`config.mk`:
```
export PLATFORM = sky130hd
export DESIGN_NAME = periodic_task_timer_table_top_flat
export DESIGN_NICKNAME = d
export VERILOG_FILES = /design/src/rtl/core/ptt_pkg.sv /design/src/rtl/core/ptt_intf.sv /design/src/rtl/core/ptt_ram.sv /design/src/rtl/core/ptt_period.sv /design/src/rtl/core/periodic_task_timer_table_top.sv /design/src/flat_wrapper.sv
export VERILOG_INCLUDE_DIRS = /design/src /design/src/rtl/core
export SDC_FILE = /design/constraint.sdc
export NUM_CORES = 2
export LEC_CHECK = 0
export ABC_CLOCK_PERIOD_IN_PS = 6500
export BUFFER_PORTS_ARGS = -buffer_cell sky130_fd_sc_hd__buf_2
export CAP_MARGIN = 20
export CORE_UTILIZATION = 58
export DETAILED_ROUTE_END_ITERATION = 10
export PLACE_DENSITY = 0.75
export SYNTH_ARGS = -nofsm -noshare
export SYNTH_HDL_FRONTEND = slang
export SYNTH_SLANG_ARGS = --single-unit
```
`constraint.sdc`:
```
create_clock -name clk -period 6.5 [get_ports clk]
set_input_delay 0.325 -clock clk [delete_from_list [all_inputs] [get_ports clk]]
set_output_delay 0.325 -clock clk [all_outputs]
set_load 0.02 [all_outputs]
```
`src/rtl/core/periodic_task_timer_table_top_macros.svh`:
```
// assertion macros for the periodic task timer table
`ifndef PERIODIC_TASK_TIMER_TABLE_TOP_MACROS_SVH
`define PERIODIC_TASK_TIMER_TABLE_TOP_MACROS_SVH

// same-cycle implication, checked outside reset
`define PTT_ASSERT_NOW(label, ante, cons) \
  label: assert property (@(posedge clk) disable iff (!rst_n) (ante) |-> (cons)) \
    else $error("ptt check failed");

// next-cycle implication, checked outside reset
`define PTT_ASSERT_NEXT(label, ante, cons) \
  label: assert property (@(posedge clk) disable iff (!rst_n) (ante) |=> (cons)) \
    else $error("ptt check failed");

`endif

```
`src/rtl/core/ptt_pkg.sv`:
```
// shared types and constants for the periodic task timer table
package ptt_pkg;

  localparam int SLOTS   = 8;
  localparam int MAX_OUT = 8;
  localparam int SLOT_AW = (SLOTS > 1) ? $clog2(SLOTS) : 1;
  localparam int CNT_W   = $clog2(MAX_OUT + 1);

  localparam int ACT_W    = 3;
  localparam int ID_W     = 8;
  localparam int SECS_W   = 16;
  localparam int TIME_W   = 32;
  localparam int GRAN_W   = 12;
  localparam int SFAC_W   = 8;
  localparam int CFG_IDX_W = 2;
  localparam int CFG_DAT_W = 12;

  localparam logic [ACT_W-1:0] ACT_ADD     = 3'd0;
  localparam logic [ACT_W-1:0] ACT_REMOVE  = 3'd1;
  localparam logic [ACT_W-1:0] ACT_ENABLE  = 3'd2;
  localparam logic [ACT_W-1:0] ACT_DISABLE = 3'd3;
  localparam logic [ACT_W-1:0] ACT_TICK    = 3'd4;

  localparam logic [CFG_IDX_W-1:0] CFG_GRANULARITY = 2'd0;
  localparam logic [CFG_IDX_W-1:0] CFG_SLOWDOWN    = 2'd1;

  localparam logic [GRAN_W-1:0] GRAN_RESET = 12'd5;
  localparam logic [SFAC_W-1:0] SFAC_RESET = 8'd20;
  localparam logic [TIME_W-1:0] MS_PER_S   = 32'd1000;

  typedef struct packed {
    logic [ID_W-1:0]   task_id;
    logic [TIME_W-1:0] period_ms;
    logic [TIME_W-1:0] due_ms;
    logic              slow;
  } slot_t;

endpackage

```
`src/rtl/core/ptt_intf.sv`:
```
// valid/ready channel interfaces of the timer table
interface ptt_in_if;
  logic                           valid;
  logic                           ready;
  logic [ptt_pkg::ACT_W-1:0]      action;
  logic [ptt_pkg::ID_W-1:0]       task_id;
  logic [ptt_pkg::SECS_W-1:0]     interval_s;
  logic                           slowdown;
  logic                           connected;
  logic [ptt_pkg::TIME_W-1:0]     now_ms;

  modport source (output valid, action, task_id, interval_s, slowdown, connected, now_ms,
                  input ready);
  modport sink (input valid, action, task_id, interval_s, slowdown, connected, now_ms,
                output ready);
endinterface

interface ptt_out_if;
  logic                     valid;
  logic                     ready;
  logic                     ok;
  logic                     fired;
  logic [ptt_pkg::ID_W-1:0] fired_id;
  logic                     last;

  modport source (output valid, ok, fired, fired_id, last, input ready);
  modport sink (input valid, ok, fired, fired_id, last, output ready);
endinterface

interface ptt_cfg_if;
  logic                          valid;
  logic                          ready;
  logic [ptt_pkg::CFG_IDX_W-1:0] index;
  logic [ptt_pkg::CFG_DAT_W-1:0] data;

  modport source (output valid, index, data, input ready);
  modport sink (input valid, index, data, output ready);
endinterface

```
`src/rtl/core/ptt_ram.sv`:
```
// generic single-write, single-read ram with registered read data
module ptt_ram #(
  parameter int WIDTH = 8,
  parameter int DEPTH = 8
) (
  input  logic                                      clk,
  input  logic                                      we,
  input  logic [((DEPTH > 1) ? $clog2(DEPTH) : 1)-1:0] waddr,
  input  logic [WIDTH-1:0]                          wdata,
  input  logic                                      re,
  input  logic [((DEPTH > 1) ? $clog2(DEPTH) : 1)-1:0] raddr,
  output logic [WIDTH-1:0]                          rdata
);

  logic [WIDTH-1:0] mem_r [DEPTH];
  logic [WIDTH-1:0] rdata_r;

  always_ff @(posedge clk) begin
    if (we) begin
      mem_r[waddr] <= wdata;
    end
    if (re) begin
      rdata_r <= mem_r[raddr];
    end
  end

  assign rdata = rdata_r;

endmodule

```
`src/rtl/core/ptt_period.sv`:
```
// interval to period: remainder by granularity, one bit a cycle, then scale to ms
module ptt_period (
  input  logic                         clk,
  input  logic                         rst_n,
  input  logic                         start,
  input  logic [ptt_pkg::SECS_W-1:0]   secs,
  input  logic [ptt_pkg::GRAN_W-1:0]   gran,
  output logic                         done,
  output logic [ptt_pkg::TIME_W-1:0]   period_ms
);

  localparam logic [1:0] PH_IDLE = 2'd0;
  localparam logic [1:0] PH_DIV  = 2'd1;
  localparam logic [1:0] PH_SEL  = 2'd2;
  localparam logic [1:0] PH_MUL  = 2'd3;
  localparam int STEP_W = $clog2(ptt_pkg::SECS_W);

  logic [1:0]                    phase_r;
  logic [STEP_W-1:0]             step_r;
  logic [ptt_pkg::SECS_W-1:0]    secs_r;
  logic [ptt_pkg::SECS_W-1:0]    num_r;
  logic [ptt_pkg::GRAN_W-1:0]    g_r;
  logic [ptt_pkg::GRAN_W-1:0]    rem_r;
  logic [ptt_pkg::SECS_W-1:0]    s_r;
  logic [ptt_pkg::GRAN_W:0]      trial;
  logic [ptt_pkg::SECS_W-1:0]    g_ext;

  assign trial = {rem_r, num_r[ptt_pkg::SECS_W-1]};
  assign g_ext = ptt_pkg::SECS_W'(g_r);

  always_ff @(posedge clk) begin
    if (!rst_n) begin
      phase_r <= PH_IDLE;
    end else begin
      case (phase_r)
        PH_IDLE: begin
          if (start) begin
            phase_r <= PH_DIV;
            step_r  <= '0;
            secs_r  <= secs;
            num_r   <= secs;
            rem_r   <= '0;
            // zero granularity counts as one second
            g_r     <= (gran == '0) ? ptt_pkg::GRAN_W'(1) : gran;
          end
        end
        PH_DIV: begin
          if (trial >= {1'b0, g_r}) begin
            rem_r <= ptt_pkg::GRAN_W'(trial - {1'b0, g_r});
          end else begin
            rem_r <= ptt_pkg::GRAN_W'(trial);
          end
          num_r  <= num_r << 1;
          step_r <= step_r + STEP_W'(1);
          if (step_r == STEP_W'(ptt_pkg::SECS_W - 1)) begin
            phase_r <= PH_SEL;
          end
        end
        PH_SEL: begin
          s_r     <= (secs_r < g_ext) ? g_ext : secs_r - ptt_pkg::SECS_W'(rem_r);
          phase_r <= PH_MUL;
        end
        PH_MUL: begin
          phase_r <= PH_IDLE;
        end
        default: begin
          phase_r <= PH_IDLE;
        end
      endcase
    end
  end

  assign done      = (phase_r == PH_MUL);
  assign period_ms = ptt_pkg::TIME_W'(s_r) * ptt_pkg::MS_PER_S;

endmodule

```
`src/rtl/core/periodic_task_timer_table_top.sv`:
```
// periodic task timer table: slot memory walk, add path and result register
//
//  channel  dir  beat carries
//  in_chan  in   action, task_id, interval_s, slowdown, connected, now_ms
//  out_chan out  ok, fired, fired_id, last
//  cfg_chan in   index, data (always ready)
//
// remove, enable all and tick walk the slot memory one slot a cycle unless stalled;
// add runs the bit-serial remainder, but skips it on a full table; disable all and
// unknown actions go straight to the final beat. rst_n (synchronous) frees and
// disarms all slots at once. a tick stalls its walk while a due slot meets a full
// result register, and every item holds its final beat until that register frees;
// in_chan is ready only between items.
`include "periodic_task_timer_table_top_macros.svh"

module periodic_task_timer_table_top (
  input  logic         clk,
  input  logic         rst_n,
  ptt_in_if.sink       in_chan,
  ptt_out_if.source    out_chan,
  ptt_cfg_if.sink      cfg_chan
);

  localparam logic [1:0] ST_IDLE = 2'd0;
  localparam logic [1:0] ST_ADD  = 2'd1;
  localparam logic [1:0] ST_WALK = 2'd2;
  localparam logic [1:0] ST_DONE = 2'd3;

  localparam int AW = ptt_pkg::SLOT_AW;
  localparam int N  = ptt_pkg::SLOTS;

  logic [1:0]                      state_r, state_nxt;
  logic [AW-1:0]                   idx_r, idx_nxt;
  logic [ptt_pkg::ACT_W-1:0]       act_r;
  logic [ptt_pkg::ID_W-1:0]        id_r;
  logic                            slow_in_r;
  logic                            conn_r;
  logic [ptt_pkg::TIME_W-1:0]      now_r;
  logic [AW-1:0]                   add_idx_r;
  logic                            ok_r, ok_nxt;
  logic                            pend_v_r, pend_v_nxt;
  logic [ptt_pkg::ID_W-1:0]        pend_id_r, pend_id_nxt;
  logic [ptt_pkg::CNT_W-1:0]       cnt_r, cnt_nxt;
  logic [N-1:0]                    used_r, used_nxt;
  logic [N-1:0]                    en_r, en_nxt;
  logic [ptt_pkg::GRAN_W-1:0]      gran_r;
  logic [ptt_pkg::SFAC_W-1:0]      sfac_r;

  logic                            out_valid_r, out_valid_nxt;
  logic                            out_ok_r, out_ok_nxt;
  logic                            out_fired_r, out_fired_nxt;
  logic [ptt_pkg::ID_W-1:0]        out_id_r, out_id_nxt;
  logic                            out_last_r, out_last_nxt;

  logic                            in_fire;
  logic                            out_free;
  logic [AW-1:0]                   free_idx;
  logic                            free_any;

  logic                            ram_we, ram_re;
  logic [AW-1:0]                   ram_waddr, ram_raddr;
  ptt_pkg::slot_t                  ram_wdata, rd;
  logic [$bits(ptt_pkg::slot_t)-1:0] ram_rdata;

  logic                            per_start, per_done;
  logic [ptt_pkg::TIME_W-1:0]      per_ms;

  logic                            last_slot, hit_rm, arm, due_now, stall;
  logic [ptt_pkg::TIME_W+ptt_pkg::SFAC_W-1:0] slow_prod;
  logic [ptt_pkg::TIME_W-1:0]      step_ms;

  ptt_ram #(
    .WIDTH ($bits(ptt_pkg::slot_t)),
    .DEPTH (ptt_pkg::SLOTS)
  ) u_slots (
    .clk   (clk),
    .we    (ram_we),
    .waddr (ram_waddr),
    .wdata (ram_wdata),
    .re    (ram_re),
    .raddr (ram_raddr),
    .rdata (ram_rdata)
  );

  ptt_period u_period (
    .clk       (clk),
    .rst_n     (rst_n),
    .start     (per_start),
    .secs      (in_chan.interval_s),
    .gran      (gran_r),
    .done      (per_done),
    .period_ms (per_ms)
  );

  assign rd       = ptt_pkg::slot_t'(ram_rdata);
  assign in_fire  = in_chan.valid && in_chan.ready;
  assign out_free = !out_valid_r || out_chan.ready;

  // first free slot
  always_comb begin
    free_idx = '0;
    free_any = 1'b0;
    for (int i = N - 1; i >= 0; i--) begin
      if (!used_r[i]) begin
        free_idx = AW'(i);
        free_any = 1'b1;
      end
    end
  end

  // per-slot decisions on the slot whose data sits at the ram output
  assign last_slot = (idx_r == AW'(N - 1));
  assign hit_rm    = (act_r == ptt_pkg::ACT_REMOVE) && used_r[idx_r] &&
                     (rd.task_id == id_r) && !ok_r;
  assign arm       = (act_r == ptt_pkg::ACT_ENABLE) && used_r[idx_r];
  assign due_now   = (act_r == ptt_pkg::ACT_TICK) && used_r[idx_r] && en_r[idx_r] &&
                     (now_r >= rd.due_ms) && (cnt_r < ptt_pkg::CNT_W'(ptt_pkg::MAX_OUT));
  assign stall     = due_now && pend_v_r && !out_free;
  assign slow_prod = rd.period_ms * sfac_r;
  assign step_ms   = (!arm && rd.slow && !conn_r) ? slow_prod[ptt_pkg::TIME_W-1:0]
                                                  : rd.period_ms;

  assign per_start = in_fire && (in_chan.action == ptt_pkg::ACT_ADD) && free_any;

  always_comb begin
    state_nxt     = state_r;
    idx_nxt       = idx_r;
    ok_nxt        = ok_r;
    pend_v_nxt    = pend_v_r;
    pend_id_nxt   = pend_id_r;
    cnt_nxt       = cnt_r;
    used_nxt      = used_r;
    en_nxt        = en_r;
    out_valid_nxt = out_valid_r && !out_chan.ready;
    out_ok_nxt    = out_ok_r;
    out_fired_nxt = out_fired_r;
    out_id_nxt    = out_id_r;
    out_last_nxt  = out_last_r;
    ram_we        = 1'b0;
    ram_waddr     = idx_r;
    ram_wdata     = '{task_id: rd.task_id, period_ms: rd.period_ms,
                      due_ms: now_r + step_ms, slow: rd.slow};
    ram_re        = 1'b0;
    ram_raddr     = idx_r + AW'(1);

    case (state_r)
      ST_IDLE: begin
        if (in_fire) begin
          ok_nxt     = 1'b0;
          pend_v_nxt = 1'b0;
          cnt_nxt    = '0;
          idx_nxt    = '0;
          case (in_chan.action)
            ptt_pkg::ACT_ADD: begin
              state_nxt = free_any ? ST_ADD : ST_DONE;
            end
            ptt_pkg::ACT_REMOVE, ptt_pkg::ACT_ENABLE, ptt_pkg::ACT_TICK: begin
              state_nxt = ST_WALK;
              ram_re    = 1'b1;
              ram_raddr = '0;
            end
            ptt_pkg::ACT_DISABLE: begin
              en_nxt    = '0;
              state_nxt = ST_DONE;
            end
            default: begin
              state_nxt = ST_DONE;
            end
          endcase
        end
      end
      ST_ADD: begin
        if (per_done) begin
          ram_we    = 1'b1;
          ram_waddr = add_idx_r;
          ram_wdata = '{task_id: id_r, period_ms: per_ms, due_ms: '0, slow: slow_in_r};
          used_nxt[add_idx_r] = 1'b1;
          en_nxt[add_idx_r]   = 1'b0;
          ok_nxt    = 1'b1;
          state_nxt = ST_DONE;
        end
      end
      ST_WALK: begin
        if (!stall) begin
          if (hit_rm) begin
            used_nxt[idx_r] = 1'b0;
            en_nxt[idx_r]   = 1'b0;
            ok_nxt          = 1'b1;
          end
          if (arm) begin
            en_nxt[idx_r] = 1'b1;
            ram_we        = 1'b1;
          end
          if (due_now) begin
            ram_we = 1'b1;
            // a held report goes out once the next due slot proves it is not last
            if (pend_v_r) begin
              out_valid_nxt = 1'b1;
              out_ok_nxt    = 1'b0;
              out_fired_nxt = 1'b1;
              out_id_nxt    = pend_id_r;
              out_last_nxt  = 1'b0;
            end
            pend_v_nxt  = 1'b1;
            pend_id_nxt = rd.task_id;
            cnt_nxt     = cnt_r + ptt_pkg::CNT_W'(1);
          end
          if (last_slot) begin
            state_nxt = ST_DONE;
          end else begin
            idx_nxt = idx_r + AW'(1);
            ram_re  = 1'b1;
          end
        end
      end
      ST_DONE: begin
        if (out_free) begin
          out_valid_nxt = 1'b1;
          out_ok_nxt    = pend_v_r ? 1'b0 : ok_r;
          out_fired_nxt = pend_v_r;
          out_id_nxt    = pend_v_r ? pend_id_r : '0;
          out_last_nxt  = 1'b1;
          pend_v_nxt    = 1'b0;
          state_nxt     = ST_IDLE;
        end
      end
      default: begin
        state_nxt = ST_IDLE;
      end
    endcase
  end

  always_ff @(posedge clk) begin
    if (!rst_n) begin
      state_r     <= ST_IDLE;
      ok_r        <= 1'b0;
      pend_v_r    <= 1'b0;
      cnt_r       <= '0;
      used_r      <= '0;
      en_r        <= '0;
      out_valid_r <= 1'b0;
      gran_r      <= ptt_pkg::GRAN_RESET;
      sfac_r      <= ptt_pkg::SFAC_RESET;
    end else begin
      state_r     <= state_nxt;
      ok_r        <= ok_nxt;
      pend_v_r    <= pend_v_nxt;
      cnt_r       <= cnt_nxt;
      used_r      <= used_nxt;
      en_r        <= en_nxt;
      out_valid_r <= out_valid_nxt;
      if (cfg_chan.valid) begin
        case (cfg_chan.index)
          ptt_pkg::CFG_GRANULARITY: gran_r <= cfg_chan.data;
          ptt_pkg::CFG_SLOWDOWN:    sfac_r <= cfg_chan.data[ptt_pkg::SFAC_W-1:0];
          default: begin
          end
        endcase
      end
    end
  end

  always_ff @(posedge clk) begin
    idx_r       <= idx_nxt;
    pend_id_r   <= pend_id_nxt;
    out_ok_r    <= out_ok_nxt;
    out_fired_r <= out_fired_nxt;
    out_id_r    <= out_id_nxt;
    out_last_r  <= out_last_nxt;
    if (in_fire) begin
      act_r     <= in_chan.action;
      id_r      <= in_chan.task_id;
      slow_in_r <= in_chan.slowdown;
      conn_r    <= in_chan.connected;
      now_r     <= in_chan.now_ms;
      add_idx_r <= free_idx;
    end
  end

  assign in_chan.ready     = (state_r == ST_IDLE);
  assign cfg_chan.ready    = 1'b1;
  assign out_chan.valid    = out_valid_r;
  assign out_chan.ok       = out_ok_r;
  assign out_chan.fired    = out_fired_r;
  assign out_chan.fired_id = out_id_r;
  assign out_chan.last     = out_last_r;

  `PTT_ASSERT_NOW(a_en_within_used, 1'b1, (en_r & ~used_r) == '0)
  `PTT_ASSERT_NOW(a_mid_beat_is_fire, out_chan.valid && !out_chan.last, out_chan.fired)
  `PTT_ASSERT_NOW(a_period_only_in_add, per_done, state_r == ST_ADD)
  `PTT_ASSERT_NEXT(a_busy_after_accept, in_fire, !in_chan.ready)

endmodule

```
`src/flat_wrapper.sv`:
```
// flat-port wrapper written by rule: the top's interface ports become plain ports
module periodic_task_timer_table_top_flat 
  (clk, rst_n, in_chan_valid, in_chan_action, in_chan_task_id, in_chan_interval_s, in_chan_slowdown, in_chan_connected, in_chan_now_ms, in_chan_ready, out_chan_valid, out_chan_ok, out_chan_fired, out_chan_fired_id, out_chan_last, out_chan_ready, cfg_chan_valid, cfg_chan_index, cfg_chan_data, cfg_chan_ready);
  ptt_in_if in_chan_i ();
  ptt_out_if out_chan_i ();
  ptt_cfg_if cfg_chan_i ();
  input  logic clk;
  input  logic rst_n;
  input wire logic [$bits(in_chan_i.valid)-1:0] in_chan_valid;
  input wire logic [$bits(in_chan_i.action)-1:0] in_chan_action;
  input wire logic [$bits(in_chan_i.task_id)-1:0] in_chan_task_id;
  input wire logic [$bits(in_chan_i.interval_s)-1:0] in_chan_interval_s;
  input wire logic [$bits(in_chan_i.slowdown)-1:0] in_chan_slowdown;
  input wire logic [$bits(in_chan_i.connected)-1:0] in_chan_connected;
  input wire logic [$bits(in_chan_i.now_ms)-1:0] in_chan_now_ms;
  output wire logic [$bits(in_chan_i.ready)-1:0] in_chan_ready;
  output wire logic [$bits(out_chan_i.valid)-1:0] out_chan_valid;
  output wire logic [$bits(out_chan_i.ok)-1:0] out_chan_ok;
  output wire logic [$bits(out_chan_i.fired)-1:0] out_chan_fired;
  output wire logic [$bits(out_chan_i.fired_id)-1:0] out_chan_fired_id;
  output wire logic [$bits(out_chan_i.last)-1:0] out_chan_last;
  input wire logic [$bits(out_chan_i.ready)-1:0] out_chan_ready;
  input wire logic [$bits(cfg_chan_i.valid)-1:0] cfg_chan_valid;
  input wire logic [$bits(cfg_chan_i.index)-1:0] cfg_chan_index;
  input wire logic [$bits(cfg_chan_i.data)-1:0] cfg_chan_data;
  output wire logic [$bits(cfg_chan_i.ready)-1:0] cfg_chan_ready;
  assign in_chan_i.valid = in_chan_valid;
  assign in_chan_i.action = in_chan_action;
  assign in_chan_i.task_id = in_chan_task_id;
  assign in_chan_i.interval_s = in_chan_interval_s;
  assign in_chan_i.slowdown = in_chan_slowdown;
  assign in_chan_i.connected = in_chan_connected;
  assign in_chan_i.now_ms = in_chan_now_ms;
  assign in_chan_ready = in_chan_i.ready;
  assign out_chan_valid = out_chan_i.valid;
  assign out_chan_ok = out_chan_i.ok;
  assign out_chan_fired = out_chan_i.fired;
  assign out_chan_fired_id = out_chan_i.fired_id;
  assign out_chan_last = out_chan_i.last;
  assign out_chan_i.ready = out_chan_ready;
  assign cfg_chan_i.valid = cfg_chan_valid;
  assign cfg_chan_i.index = cfg_chan_index;
  assign cfg_chan_i.data = cfg_chan_data;
  assign cfg_chan_ready = cfg_chan_i.ready;
  periodic_task_timer_table_top u_core (.clk(clk), .rst_n(rst_n), .in_chan(in_chan_i), .out_chan(out_chan_i), .cfg_chan(cfg_chan_i));
endmodule
```
---- After elaboration in Yosys (flattened, before gate mapping) ----
Memory sizes are Yosys's and may differ from the RTL's. A register that Yosys moved wholly into a read port is not among the register bits.
Cells that the tools add are included.
word-level totals
  register bits after elaboration ......... 193
  memory bits (writable) .................. 584
  word-level logic and storage cells ...... 255
  memories kept ........................... 1
operators by class
  $add $sub $neg .......................... 6
  multiply operators ...................... 2
  magnitude comparators ................... 8
  eq/ne operators ......................... 29
  muxes and demuxes ....................... 116
  bitwise operators ....................... 8
  reduce and logical (&&, ||, !) cells .... 54
memories
  memory                depth  width  read ports  clocked after Yosys merged registers in  wr ports  line           RTL
  u_core.u_slots.mem_r  8      73     1           1                                        1         ptt_ram.sv:15  logic [WIDTH-1:0] mem_r [DEPTH];
operators with widths
  cell                                                                  number
  73-bit 2-to-1 mux                                                     2
  8-bit 2-to-1 mux                                                      16
  1-bit 2-to-1 mux                                                      44
  12-bit 2-to-1 mux                                                     3
  3-bit 2-to-1 mux                                                      12
  32-bit adder                                                          1
  32-bit greater-or-equal comparator                                    1
  32-bit by 8-bit multiplier with 32-bit output                         1
  32-bit 2-to-1 mux                                                     1
  16-bit case mux with 2 select lines                                   1
  8-bit case mux with 2 select lines                                    2
  5-bit AND reduction                                                   5
  8-bit bitwise AND                                                     3
  12-bit case mux with 2 select lines                                   1
  8-bit case mux with 3 select lines                                    1
  16-bit by 7-bit multiplier with 23-bit output, second input constant  1
  2-bit 2-to-1 mux                                                      10
  1-bit logical AND                                                     18
  16-bit by 12-bit less-than comparator with 1-bit output               1
  16-bit 2-to-1 mux                                                     1
  4-bit 2-to-1 mux                                                      4
  8-bit inverter                                                        2
  8-bit bitwise OR                                                      2
  2-bit case mux with 4 select lines                                    2
  other kinds (36)                                                      88

---- Logic depth before layout (Yosys ltp) ----
  depth after elaboration ................. 14
  depth in mapped cells ................... 31

---- Cells and area by module ----
Synthesis repeated with hierarchy kept, for this count alone.
second synthesis, totals
  cell total of the unflattened synthesis .. 3426
  area, all modules ....................... 47155.2 µm²
by module, submodules not included
  module                         times used  cells an instance  area each (µm²)
  ptt_ram                        1           929                24732.5
  periodic_task_timer_table_top  1           1807               15125.8
  ptt_period                     1           690                7297.0

---- Least setup slack after synthesis ----
OpenSTA, ideal clock, no wires.
  kind .................................... register to register
  start ................................... register u_core.sfac_r[5] (netlist name)
  end ..................................... memory u_core.u_slots.mem_r[0][32] (netlist name) (data pin)
  library setup time ...................... 0.273 ns
  arrival ................................. 6.541 ns
  data required time ...................... 6.227 ns
  path slack .............................. -0.314 ns
  stages on the path, launching flop included .. 30
  path buffers ............................ 2
  cell sequence ........................... dfxtp_1 clkbuf_1 clkbuf_1 nand2_1 fa_1 fa_1 inv_1 fa_1 inv_1 fa_1 inv_1 ha_1 o21a_1 o21ai_0 nor3_1 nor4b_2 o31ai_1 nand2_1 nand2b_1 a211oi_1 o31ai_1 ha_1 a2111oi_0 nand2_1 nor2_1 o21ai_0 a21oi_1 a31oi_1 o21ai_0 nor3b_1
RTL lines
  what                    line                                  RTL
  from (decl)             periodic_task_timer_table_top.sv:47   logic [ptt_pkg::SFAC_W-1:0] sfac_r;
  from (signal assigned)  periodic_task_timer_table_top.sv:243  sfac_r <= ptt_pkg::SFAC_RESET;
  from (signal assigned)  periodic_task_timer_table_top.sv:255  ptt_pkg::CFG_SLOWDOWN: sfac_r <= cfg_chan.data[ptt_pkg::SFAC_W-1:0];
  to (decl)               ptt_ram.sv:15

==> results.txt <==
outcome: finished with violations
failing checks: negative setup slack
Worst Path Required: 6.88 ns
Final Hold Violating Endpoints: 0
PortBufs: 92
Post-Syn Instances: 3896
WP buf/inv: 9
Leak Pwr: 21.4 nW
post-synthesis sequential area ratio: 53.8%
Max Cap Violations: 0
slowest cell delay on critical path: 0.55 ns
final period utilization: 108%
total die area: 81500 um^2
Setup Skew: 0.0400 ns
largest cells by area after synthesis: edfxtp_1 52%, fa_1 9.2%, nand2_1 5.8%
nets: 4745
final slew viol count: 0
Main synth FF type: edfxtp_1
Multi-input gate area: 20400 um^2
Register Area: 25100 um^2
DRC Markers: 0
post-synthesis area per instance: 12.0 um^2
Hold WC Path Type: in2reg
final WL: 113000 um
share of cells above drive strength 1: 17.0%
Detail Placement HPWL: 73500 um
largest net degree at the start of global routing: 147
Most Frequent Cell on Critical Path: fa_1
Setup CP Type: reg2reg
Worst path slowest cell: fa_1
core box area: 79300 um^2
Routed Antenna Nets: 0
GP Congestion: 0.914
Worst VDD drop: 0.715 mV
Critical Path Sink Type: flop
syn nets: 4399
Clock Path Buffers: 3
gr usage total: 27.8%
CTS buffer count: 86
largest area contributor in the netlist: edfxtp_1
minimum clock period: 7.00 ns
synth-to-layout area growth: 16.5%
# fillers: 5427
CTS tree: yes
Fmax: 143 MHz
YS warnings: 0
Crit Path Max Fanout: 8
Slew headroom: 22.9%
Synth top area share: 51.8%
worst slew pin tran: 1.16 ns
Netlist cell types: 85
Final WS setup: -0.496 ns
root buf cell: clkbuf_16
ys async rst share: 0%
Die Ht: 285 um
cell area after layout: 54300 um^2
vias in the first global route: 31700
width of the chip: 285 um
Clk pin slew, worst setup/hold paths: 0.06 ns
Hold WS: 0.0344 ns
final setup vio count: 88
row count: 103
kind of cell adding the most delay to the critical path: adder cells
Power per Cell Area: 592 nW/um^2
IO Pins: 94
critical path launch point type: flop
Mapped Area: 46600 um^2
via count: 31200
Final Util: 68.5%
Synth Register Bits: 850
CP arrival: 7.37 ns
number of flops mapped to enable cells by yosys: 803
CTS Sinks: 850
remaining global-route overflow: 0
Via-to-Cell Ratio: 5.83
Initial Utilization: 58.8%
initial antenna violation count: 2
first-pass GRT wire length: 175000 um
Clk Latency, worst-skew pair: 0.66 ns
placed inst area: 49900 um^2
Avg WL per Cell: 21.0 um
RSZ-0062 raised after global routing: yes
DR pass1 iterations: 6
H-tree depth: 3
Starting DRT DRC Count: 2594
timing repair:
action	in CTS	in global routing
endpoints found under the hold margin	89	0
hold buffers	72	0
endpoints found under the setup margin	136	152
setup buffers	20	12
gates resized for setup	87	60
pin swaps	36	43
worst reg2reg max path: cells and delay by family, from the launching register on:
family	cells	cell delay, ns
xor gates and xnor gates	1	0.19
adders and majority gates	6	2.52
and+or+nand+nor	7	0.85
AOI/OAI and AO/OA	10	1.73
buffers and inverters	9	0.95
DFF	1	0.49
final timing paths:
check / startpoint / end / slack (ns) / cells after the start
setup / recovery: u_core.u_slots.rdata[36] / u_core.u_slots.mem_r[1][27] / -0.50 / 33
hold / removal: cfg_chan_data[6] / u_core.gran_r[6] / 0.03 / 3
hold reg to reg: u_core.gran_r[8] / u_core.u_period.g_r[8] / 0.47 / 0
setup reg to reg: u_core.u_slots.rdata[36] / u_core.u_slots.mem_r[1][27] / -0.50 / 33
metal layers:
layer / GRT usage, % / wire length (um)
met1: 37.7 / 45900
met2: 45.6 / 54100
met3: 4.91 / 8820
met4: 9.65 / 3720
met5: 0 / 13
state kept, by name (all words and copies together), names as in the netlist, 12 cells and up:
| register | flops |
|---|---|
| u_core.u_period.g_r | 12 |
| u_core.now_r | 32 |
| u_core.gran_r | 12 |
| u_core.u_period.s_r | 16 |
| u_core.u_period.secs_r | 16 |
| u_core.u_period.rem_r | 12 |
| u_core.u_period.num_r | 16 |
| u_core.u_slots.mem_r | 584 |
| u_core.u_slots.rdata | 73 |
cell usage in the layout (no fill, tap or decap), drive strengths merged, types with 47 or more instances in the layout:
cell and count:
nand3 117, dfxtp 47, edfxtp 803, buf 371, and2 213, mux4 73, xnor2 60, nand2 716
a21oi 99, dlygate4sd3 72, inv 317, nor2 101, clkbuf 107, ha 210, fa 213, o21ai 281
cell type report:
| type | instances | share of cell area (%) |
|---|---|---|
| Multi-Input combinational cell | 2550 | 37.6 |
| Sequential cell | 850 | 46.2 |
| Timing Repair Buffer | 444 | 6.49 |
| Clock buffer | 106 | 4.22 |
| Antenna cell | 1 | 0.00461 |
| Tap cell | 1050 | 2.42 |
| Inverter | 310 | 2.14 |
| Clock inverter | 52 | 0.964 |
report_power, final:
part           internal [mW]  switching (mW)
Combinational           7.74            10.6
Sequential              8.34           0.481
Clock                   2.81            2.12
Total                   18.9            13.2
Yosys cell counts (21+ instances only):
cell	number
nor2b_1	26
dfxtp_1	47
fa_1	213
mux2i_1	35
clkbuf_1	159
nand3_1	116
ha_1	210
o21ai_0	274
nor3_1	32
o21a_1	21
nand2_1	716
xor2_1	40
edfxtp_1	803
inv_1	310
a21o_1	43
nor2_1	100
a21oi_1	99
xnor2_1	60
mux2_2	22
mux4_2	73
and2_1	213
per-stage QoR:
step / setup TNS (ns) / std cells / worst slack [ns] / power, mW
after CTS: -17.23 / 5350 / -0.341 / 31.3
after detailed placement: -49.85 / 5102 / -0.630 / 25.3
after floorplan: 0 / 3896 / 0.0282 / 19.3
final: -22.83 / 5363 / -0.496 / 32.1
after global placement: -35.39 / 5102 / -0.519 / 24.9
after global routing: -56.51 / 5362 / -0.747 / 34.3
logic make-up (layout without fill, tap and decap cells):
| group | after synthesis | in the layout | synth area share, % |
|---|---|---|---|
| XOR/XNOR | 100 | 100 | 1.88 |
| buffers and inverters | 496 | 912 | 4.05 |
| AND/OR/NAND/NOR | 1307 | 1307 | 12.9 |
| other | 1 | 2 | 0.00805 |
| adder cells (fa/ha/maj) | 423 | 423 | 14.8 |
| AO/OA/AOI/OAI | 589 | 589 | 7.75 |
| flip-flops | 850 | 850 | 53.8 |
| multiplexers | 130 | 130 | 4.81 |
No activity file was read; power rests on OpenSTA's default activity.
